[src/salcp_pkg.sv]
// Shared types and constants for the suffix array and LCP builder.
`timescale 1ns / 1ps
`default_nettype none

package salcp_pkg;

    localparam int SYM_W    = 8;
    localparam int RANK_W   = 10;
    localparam int START_W  = 10;
    localparam int PREFIX_W = 11;

    localparam logic OP_LOAD = 1'b0;
    localparam logic OP_READ = 1'b1;

    typedef enum logic [5:0] {
        S_IDLE,
        S_INIT_RD, S_INIT_WR,
        S_CLR, S_C1A, S_C1B, S_C1C, S_C1D,
        S_PA, S_PB,
        S_DA, S_DB, S_DC, S_DD,
        S_KTOP, S_F1, S_F2A, S_F2B,
        S_CPA, S_CPB,
        S_R0A, S_R0B, S_RBA, S_RBB, S_RBC, S_RBD, S_RBE, S_RBF, S_RDONE,
        S_FNA, S_FNB,
        S_KA, S_KB, S_KC, S_KD, S_KE, S_KF, S_KW
    } ctl_state_t;

    typedef enum logic [2:0] {
        I_HOLD, I_ZERO, I_ONE, I_INC, I_DEC, I_LOAD_N, I_LOAD_NK
    } i_op_t;

    typedef struct packed {
        ctl_state_t step;
        i_op_t      i_op;
    } sal_cmd_t;

    typedef struct packed {
        logic build_go;
        logic i_eq_n;
        logic i_eq_bk;
        logic i_zero;
        logic k_lt_n;
        logic deep;
        logic dist_ge_n;
        logic ri_zero;
        logic in_bounds;
        logic txt_eq;
    } sal_stat_t;

endpackage

`default_nettype wire

[src/salcp_ctrl.sv]
// Sequencer for loading, sorting passes and the common-prefix pass.
`timescale 1ns / 1ps
`default_nettype none

module salcp_ctrl (
    input  wire logic                 clk,
    input  wire logic                 rst_n,
    input  wire salcp_pkg::sal_stat_t stat,
    output salcp_pkg::sal_cmd_t       cmd
);
    import salcp_pkg::*;

    ctl_state_t state_reg, state_next;
    logic       first_reg, first_next;
    i_op_t      i_op;

    always_ff @(posedge clk or negedge rst_n)
    begin
        if (!rst_n)
        begin
            state_reg <= S_IDLE;
            first_reg <= 1'b0;
        end
        else
        begin
            state_reg <= state_next;
            first_reg <= first_next;
        end
    end

    always_comb
    begin
        state_next = state_reg;
        first_next = first_reg;
        i_op       = I_HOLD;
        case (state_reg)
            S_IDLE:
            begin
                if (stat.build_go)
                begin
                    state_next = S_INIT_RD;
                    i_op       = I_ZERO;
                    first_next = 1'b1;
                end
            end
            S_INIT_RD:
            begin
                if (stat.i_eq_n)
                begin
                    state_next = S_CLR;
                    i_op       = I_ZERO;
                end
                else
                    state_next = S_INIT_WR;
            end
            S_INIT_WR:
            begin
                i_op       = I_INC;
                state_next = S_INIT_RD;
            end
            S_CLR:
            begin
                if (stat.i_eq_bk)
                begin
                    state_next = S_C1A;
                    i_op       = I_ZERO;
                end
                else
                    i_op = I_INC;
            end
            S_C1A:
            begin
                if (stat.i_eq_n)
                begin
                    state_next = S_PA;
                    i_op       = I_ZERO;
                end
                else
                    state_next = S_C1B;
            end
            S_C1B: state_next = S_C1C;
            S_C1C: state_next = S_C1D;
            S_C1D:
            begin
                i_op       = I_INC;
                state_next = S_C1A;
            end
            S_PA:
            begin
                if (stat.i_eq_bk)
                begin
                    state_next = S_DA;
                    i_op       = I_LOAD_N;
                end
                else
                    state_next = S_PB;
            end
            S_PB:
            begin
                i_op       = I_INC;
                state_next = S_PA;
            end
            S_DA:
            begin
                if (stat.i_zero)
                begin
                    if (first_reg)
                    begin
                        first_next = 1'b0;
                        state_next = S_KTOP;
                    end
                    else
                    begin
                        state_next = S_CPA;
                        i_op       = I_ZERO;
                    end
                end
                else
                    state_next = S_DB;
            end
            S_DB: state_next = S_DC;
            S_DC: state_next = S_DD;
            S_DD:
            begin
                i_op       = I_DEC;
                state_next = S_DA;
            end
            S_KTOP:
            begin
                if (stat.k_lt_n)
                begin
                    state_next = S_F1;
                    i_op       = I_LOAD_NK;
                end
                else
                begin
                    state_next = S_FNA;
                    i_op       = I_ZERO;
                end
            end
            S_F1:
            begin
                if (stat.i_eq_n)
                begin
                    state_next = S_F2A;
                    i_op       = I_ZERO;
                end
                else
                    i_op = I_INC;
            end
            S_F2A:
            begin
                if (stat.i_eq_n)
                begin
                    state_next = S_CLR;
                    i_op       = I_ZERO;
                end
                else
                    state_next = S_F2B;
            end
            S_F2B:
            begin
                i_op       = I_INC;
                state_next = S_F2A;
            end
            S_CPA:
            begin
                if (stat.i_eq_n)
                    state_next = S_R0A;
                else
                    state_next = S_CPB;
            end
            S_CPB:
            begin
                i_op       = I_INC;
                state_next = S_CPA;
            end
            S_R0A: state_next = S_R0B;
            S_R0B:
            begin
                i_op       = I_ONE;
                state_next = S_RBA;
            end
            S_RBA:
            begin
                if (stat.i_eq_n)
                    state_next = S_RDONE;
                else
                    state_next = S_RBB;
            end
            S_RBB: state_next = S_RBC;
            S_RBC: state_next = S_RBD;
            S_RBD:
            begin
                if (stat.deep)
                    state_next = S_RBE;
                else
                begin
                    i_op       = I_INC;
                    state_next = S_RBA;
                end
            end
            S_RBE: state_next = S_RBF;
            S_RBF:
            begin
                i_op       = I_INC;
                state_next = S_RBA;
            end
            S_RDONE:
            begin
                if (stat.dist_ge_n)
                begin
                    state_next = S_FNA;
                    i_op       = I_ZERO;
                end
                else
                    state_next = S_KTOP;
            end
            S_FNA:
            begin
                if (stat.i_eq_n)
                begin
                    state_next = S_KA;
                    i_op       = I_ZERO;
                end
                else
                    state_next = S_FNB;
            end
            S_FNB:
            begin
                i_op       = I_INC;
                state_next = S_FNA;
            end
            S_KA:
            begin
                if (stat.i_eq_n)
                    state_next = S_IDLE;
                else
                    state_next = S_KB;
            end
            S_KB:
            begin
                if (stat.ri_zero)
                begin
                    i_op       = I_INC;
                    state_next = S_KA;
                end
                else
                    state_next = S_KC;
            end
            S_KC: state_next = S_KD;
            S_KD: state_next = stat.in_bounds ? S_KE : S_KW;
            S_KE: state_next = S_KF;
            S_KF: state_next = stat.txt_eq ? S_KD : S_KW;
            S_KW:
            begin
                i_op       = I_INC;
                state_next = S_KA;
            end
            default: state_next = S_IDLE;
        endcase
    end

    assign cmd.step = state_reg;
    assign cmd.i_op = i_op;

endmodule

`default_nettype wire

[config.mk]
export PLATFORM = sky130hd
export DESIGN_NAME = salcp_ctrl
export DESIGN_NICKNAME = d
export VERILOG_FILES = /design/src/salcp_pkg.sv /design/src/salcp_ctrl.sv
export SDC_FILE = /design/constraint.sdc
export NUM_CORES = 1
export LEC_CHECK = 0
export BUFFER_PORTS_ARGS = -buffer_cell sky130_fd_sc_hd__buf_4
export CAP_MARGIN = 20
export CORE_MARGIN = 4
export CORE_UTILIZATION = 44
export CTS_CLUSTER_SIZE = 8
export DETAILED_ROUTE_END_ITERATION = 7
export GPL_TIMING_DRIVEN = 0
export SLEW_MARGIN = 5
export SYNTH_ARGS = -nofsm -noshare
export SYNTH_HDL_FRONTEND = slang
export SYNTH_SLANG_ARGS = --single-unit
[constraint.sdc]
create_clock -name clk -period 2.7 [get_ports clk]
set_input_delay 0.54 -clock clk [delete_from_list [all_inputs] [get_ports clk]]
set_output_delay 0.54 -clock clk [all_outputs]
set_load 0.005 [all_outputs]
Word-level counts from Yosys, hierarchy flattened --
Cells that the tools add are included.
Cells by class: mux-type cells 35, eq/ne operators 41, reduce and logical (&&, ||, !) cells 7
Operator list (number):
- case mux 6 bit (37 select lines) | 1
- equality test 6 x 5 -> 1 bit (second input constant) | 16
- equality test 6 x 4 -> 1 bit (second input constant) | 8
- case mux 3 bit (13 select lines) | 1
- equality test 6 bit (second input constant) | 6
- 2-to-1 mux 6 bit | 6
- equality test 6 x 3 -> 1 bit (second input constant) | 4
- 2-to-1 mux 5 bit | 4
- 2-to-1 mux 3 bit | 5
- equality test 6 x 2 -> 1 bit (second input constant) | 2
- 2-to-1 mux 4 bit | 3
- 2-to-1 mux 2 bit | 5
- 2-to-1 mux 1 bit | 9
- != test 2 bit (second input constant) | 4
- OR reduction 8 bit | 1
- equality test 6 x 1 -> 1 bit (second input constant) | 1
- logical NOT 6 bit | 1
- AND reduction 3 bit | 2
- OR reduction 4 bit | 1
- case mux 1 bit (2 select lines) | 1
- nonzero test 2 bit | 1
- OR reduction 2 bit | 1
Storage, ports and cells: word-level logic and storage cells 85, output and inout bits 9, input port bits 12, register bits after elaboration 7

Logic depth before layout (Yosys ltp) --
Gate-level depths: netlist of run 1.
depth after elaboration 3, mapped depth 8, gate-level depth less buffers 5

Worst setup path after synthesis of run 1 --
No wires, ideal clock.
path type register to output, from register state_reg[4], to output port cmd[1] (netlist name), path buffers 2, data required time 2.160 ns, cell stages (with the launch flop) 7, data arrival time 1.365 ns, slack 0.795 ns, cells stage by stage dfrtp_1 -> buf_4 -> buf_4 -> or3_1 -> a21oi_1 -> a211oi_2 -> o311ai_1
RTL lines:
- start, declared | line salcp_ctrl.sv:13 | ctl_state_t state_reg, state_next;
- start signal, assigned | line salcp_ctrl.sv:26 | state_reg <= state_next;
- end, declared | line salcp_ctrl.sv:9 | output salcp_pkg::sal_cmd_t cmd

==> results_dict.tcl, run 1 <==
set metrics [dict create \
    status "finished, final reports clean" \
    synthTopCellsByCount "nand2_1, a21oi_1, nor2_1" \
    clock-sinks 7 \
    yosysMostFrequentCell "nand2_1" \
    clock_skew_ns 0.00713 \
    gp_congestion 0.976 \
    regToRegSetupSlack_ns 0.82 \
    crit_path_end_kind "output pin" \
    grt_start_max_net_pins 11 \
    largest_reg_flops 6 \
    drtPass1Iterations 5 \
    ys_top_cells_by_area "dfrtp_1, a21oi_1, nand2_1, buf_2, nor2_1" \
    avgSynthCellArea_sq_um 7.00 \
    power_leakage_nw 0.628 \
    synth_xor_area_frac 0.0128 \
    core_area_sq_um 2850 \
    start_util 0.479 \
    synth_edf_count 0 \
    gr-total-overflow 0 \
    yosysSeqAreaShare 0.128 \
    cts_buffer_depth 2 \
    yosysUniqueCellTypes 58 \
    dieArea_sq_um 4060 \
    synth_nets 207 \
    first_global_vias 1685 \
    post-synth-top-area-cell "dfrtp_1" \
    io_pins 21 \
    insertion_delay_ns 0.26 \
    drv_slew 0 \
    setup_violations 0 \
    place_hpwl_microns 4070 \
    ir_worst_vdd_v 0.000621 \
    worst-path-max-fanout 10 \
    worstHoldPathType "in2async" \
    antenna_left 0 \
    synth_area_sq_um 1370 \
    area_growth_pct 16.2 \
    track_usage 0.275 \
    synth-async-reset-ratio 1.00 \
    num_antenna_cells 0 \
    tightest_slew_ns 0.523 \
    required_ns 2.16 \
    rsz0062_at_grt "false" \
    maxSlewHeadroom 0.652 \
    fin_cells 250 \
    row_count 19 \
    drt-wirelength-per-cell_microns 21.8 \
    die_x_microns 63.7 \
    multi_input_area_sq_um 1050 \
    worstSetupPathType "reg2out" \
    antenna_found_initial 0 \
    die_h_microns 63.7 \
    post-route-period-util 0.948 \
    vias_per_cell 7.22 \
    synth_top_family_by_area "compound AO/OA/AOI/OAI gates" \
    vias 1805 \
    power_density_nw_per_um2 1120 \
    setup_tns_ns 0 \
    critical_path_arrival_ns 2.02 \
    synth-compound-area-share 0.392 \
    synthSimpleGateAreaFrac 0.345 \
    routed_wirelength_microns 5460 \
    final-hold-violation-count 0 \
    maxCapViolations 0 \
    yosys.area.top_type_share 0.128 \
    htreeDepth 1 \
    ys_ff_latch 7 \
    portBuffers 20 \
    cp-start-kind "flop" \
    seqCellArea_sq_um 176 \
    muxShareOfSynthArea 0.0147 \
    cts_root_buf "clkbuf_4" \
    drive_gt1_frac 0.251 \
    grt_pass1_wl_microns 8690 \
    fillerInstances 294 \
    synth_ff_type "dfrtp_1" \
    synthAdderAreaFrac 0 \
    drc 0 \
    clkTransAtPathRegs_ns 0.06 \
    drt-initial-drc-count 259 \
    fin_crit_ns 2.56 \
    tritoncts "built" \
    synth_warnings 0 \
    netlist_instances 195 \
    dp_cells 246 \
    nNetsFinal 232 \
    cts_buffers 3 \
    fmaxAchievable_mhz 391 \
]
## worst max-delay path, cell delays in order (launching register included)
cell     delay, ns
dfrtp_1       0.46
buf_2         0.22
inv_1         0.26
a31oi_1       0.14
o32ai_1       0.36
a31oi_1       0.10
nand3_1       0.11
buf_4         0.11
## path summary, 6_finish.rpt
path / from / cells past startpoint / endpoint
worst max-delay path: state_reg[1] / 7 / cmd[0]
worst min-delay path: rst_n / 1 / state_reg[5]
worst max register to register: state_reg[2] / 6 / state_reg[2]
worst min register to register: first_reg / 2 / first_reg
max in group asynchronous: rst_n / 1 / state_reg[0]
min in group clk: stat[2] / 4 / state_reg[5]
## layout make-up
cell class                 instances  area share
clock buffer                       4      0.0166
multi-input combinational        161       0.661
sequential                         7       0.111
tap                               31      0.0244
buffer                            20      0.0757
inverter                           7      0.0166
timing repair buffer              20      0.0946
## report_power, final
part | internal (W) | switching [W] | total, W
sequential | 0.000150 | 0.0000569 | 0.000207
clock | 0.0000565 | 0.0000404 | 0.0000970
combinational | 0.000566 | 0.000913 | 0.00148
## cells by family after synthesis
family / Yosys count
AND/OR/NAND/NOR: 84
flip-flops: 7
AO/OA/AOI/OAI: 73
XOR/XNOR: 2
buffers and inverters: 27
multiplexers: 2
## layout by cell type, fill, tap and decap left out, types with 2 or more instances in the layout
cell type / Yosys / layout
a21oi_1: 17 / 17
a31oi_1: 6 / 6
nand2_1: 19 / 19
and2_1: 4 / 4
nor2b_1: 8 / 8
a32oi_1: 3 / 3
nor2_1: 14 / 12
clkbuf_4: 0 / 3
nor4_1: 2 / 2
clkbuf_1: 1 / 2
nor3b_1: 3 / 3
o32a_1: 2 / 2
buf_2: 12 / 12
inv_1: 6 / 6
nor2_2: 2 / 4
and3b_1: 2 / 2
o31ai_1: 3 / 3
buf_4: 6 / 26
a22oi_1: 6 / 6
dfrtp_1: 7 / 6
o311ai_1: 2 / 2
and3_1: 2 / 2
o22ai_1: 2 / 2
o211ai_1: 3 / 3
mux2i_1: 2 / 2
o21ai_1: 4 / 4
nor3_1: 3 / 3
o21ai_0: 8 / 8
nand3_1: 3 / 3
o32ai_1: 3 / 3
nand2b_1: 6 / 6
nand4_1: 7 / 7
## timing repair
action | CTS | global route
endpoints found under the setup margin | 0 | 2
gates resized for setup | 0 | 3
hold buffers | 0 | 0
setup buffers | 0 | 0
hold endpoints to repair | 0 | 0
## per-layer routing
| layer | global-route usage | wire length, microns |
|---|---|---|
| met4 | 0.0889 | 267 |
| met1 | 0.363 | 2080 |
| met2 | 0.441 | 2390 |
| met5 | 0 | 0 |
| met3 | 0.0639 | 718 |
## through the flow
| step | instance area, sq um | utilization | hold WS, ns | worst slack (ns) | power, W |
|---|---|---|---|---|---|
| global placement | 1550 | 0.545 | 0.354 | 0.250 | 0.00162 |
| floorplan | 1370 | - | 0.244 | 0.795 | 0.00118 |
| detailed placement | 1550 | 0.545 | 0.358 | 0.293 | 0.00163 |
| finish | 1590 | 0.556 | 0.0836 | 0.141 | 0.00178 |
| CTS | 1580 | 0.554 | 0.0793 | 0.0208 | 0.00173 |
| global route | 1590 | 0.556 | 0.0680 | 0.0389 | 0.00190 |
No activity file was read; power rests on OpenSTA's default activity.
==> run 2: changes to the inputs <==
==> constraint.sdc (replaced) <==
create_clock -name clk -period 2.4 [get_ports clk]
set_input_delay 0.48 -clock clk [delete_from_list [all_inputs] [get_ports clk]]
set_output_delay 0.48 -clock clk [all_outputs]
set_load 0.005 [all_outputs]
==> run 2 against run 1 <==
  * Hold slack lost 0.072 ns
  * First-iteration DRC count shrank 9.3%
  * Count of clock-buffer cells in the layout is the same
  * Highest routed layer unchanged
  * Critical endpoint unchanged
  * Via count grew 6.8%
  * Clock power grew 19%
  * Clock skew grew 0.0089 ns
  * Final area grew 13%
  * Cell count grew 3.6%
==> results_dict.tcl, run 2 (synthesis results as in run 1) <==
set metrics [dict create \
    cts_buffer_depth 2 \
    fillerInstances 274 \
    vias 1928 \
    critical_path_arrival_ns 1.91 \
    vias_per_cell 7.44 \
    dieArea_sq_um 4060 \
    clock_skew_ns 0.0160 \
    row_count 19 \
    regToRegSetupSlack_ns 0.51 \
    crit_path_end_kind "output pin" \
    gr-total-overflow 0 \
    status "finished, final reports clean" \
    stdcell_area_sq_um 1800 \
    reg2regPathDepth 6 \
    maxSlewHeadroom 0.641 \
    cts_buffers 3 \
    tritoncts "built" \
    insertion_delay_ns 0.27 \
    nNetsFinal 241 \
    ir_worst_vdd_v 0.000759 \
    setup_violations 0 \
    power_density_nw_per_um2 1310 \
    routed_wirelength_microns 5880 \
    final_common_cell "buf_4" \
    num_antenna_cells 0 \
    maxCapViolations 0 \
    die_h_microns 63.7 \
    die_x_microns 63.7 \
    drive_gt1_frac 0.346 \
    track_usage 0.280 \
    first_global_vias 1744 \
    fmaxAchievable_mhz 419 \
    drt-wirelength-per-cell_microns 22.7 \
    antenna_left 0 \
    tightest_slew_ns 0.539 \
    drc 0 \
    largest_reg_flops 6 \
    required_ns 1.92 \
    worstSetupPathType "reg2out" \
    clock-sinks 7 \
    portBuffers 20 \
    rsz0062_at_grt "true" \
    fin_crit_ns 2.39 \
    power_leakage_nw 0.700 \
    drt-initial-drc-count 235 \
    worstHoldPathType "in2async" \
    core_area_sq_um 2850 \
    cts_root_buf "clkbuf_4" \
    cp-start-kind "flop" \
    drv_slew 0 \
    post-route-period-util 0.994 \
    antenna_found_initial 0 \
    io_pins 21 \
    gp_congestion 0.976 \
    setup_tns_ns 0 \
    worst-path-max-fanout 10 \
    grt_pass1_wl_microns 8870 \
    place_ws_ns 0.0532 \
    area_growth_pct 31.5 \
    grt_start_max_net_pins 11 \
    place_hpwl_microns 4070 \
    htreeDepth 1 \
    clkTransAtPathRegs_ns 0.06 \
    start_util 0.479 \
    drtPass1Iterations 5 \
    worst_slack_ns 0.0148 \
    place_area_sq_um 1550 \
    final_cell_mix "buf_4, nand2_1, a21oi_1, nor2_1" \
    final-hold-violation-count 0 \
]
run 2: changes by cell type in the layout (fill, tap and decap cells not counted), sizes merged:
cell / delta
buf: +8
clkbuf: +1
clkinvlp: +1
inv: -1
run 2: where the power goes:
part	internal [W]	switching, W
clock network	0.0000639	0.0000508
logic	0.000840	0.00116
registers	0.000172	0.0000664
run 2: worst paths after layout:
| path | startpoint | end |
|---|---|---|
| hold reg to reg | first_reg | first_reg |
| setup reg to reg | state_reg[2] | state_reg[2] |
| setup / recovery | state_reg[0] | cmd[0] |
| min in group clk | stat[9] | first_reg |
| max in group asynchronous | rst_n | state_reg[1] |
| hold / removal | rst_n | state_reg[5] |
run 2: what timing repair did:
action | CTS | global route
setup buffers | 0 | 9
hold buffers | 0 | 0
setup endpoints to repair | 2 | 2
gates resized for setup | 10 | 33
cloned | 0 | 1
pin swaps | 0 | 4
run 2: layout make-up:
class / instances / area [sq um] / area share
repair buffers: 30 / 229 / 0.128
flip-flops and latches: 7 / 179 / 0.0997
plain buffers: 19 / 168 / 0.0934
inverters: 7 / 30.0 / 0.0167
multi-input cells: 161 / 1120 / 0.626
clock buffers: 4 / 26.3 / 0.0146
well taps: 31 / 38.8 / 0.0216
run 2: worst max-delay path, stage by stage (launching register included):
cell,delay (ns)
dfrtp_2,0.46
buf_4,0.19
buf_2,0.25
nor3_1,0.07
o21ai_1,0.12
nand2_1,0.07
a31oi_1,0.21
nand3_1,0.12
buf_4,0.15
run 2: through the flow:
step	utilization	power, W	hold WS (ns)	std cells
after global routing	0.629	0.00245	0.0156	259
final	0.629	0.00235	0.0113	259
after floorplan	-	0.00132	0.184	195
after CTS	0.566	0.00199	0.0192	250
after global placement	0.545	0.00182	0.294	246
after detailed placement	0.545	0.00184	0.298	246
run 2: metal layers:
metal	share of wire	vias up	wire (microns)	track usage
met5	0	-	0	0
met4	0.049	0	286	0.108
met2	0.44	190	2590	0.445
met1	0.38	875	2260	0.370
li1	-	820	-	-
met3	0.13	43	749	0.0604
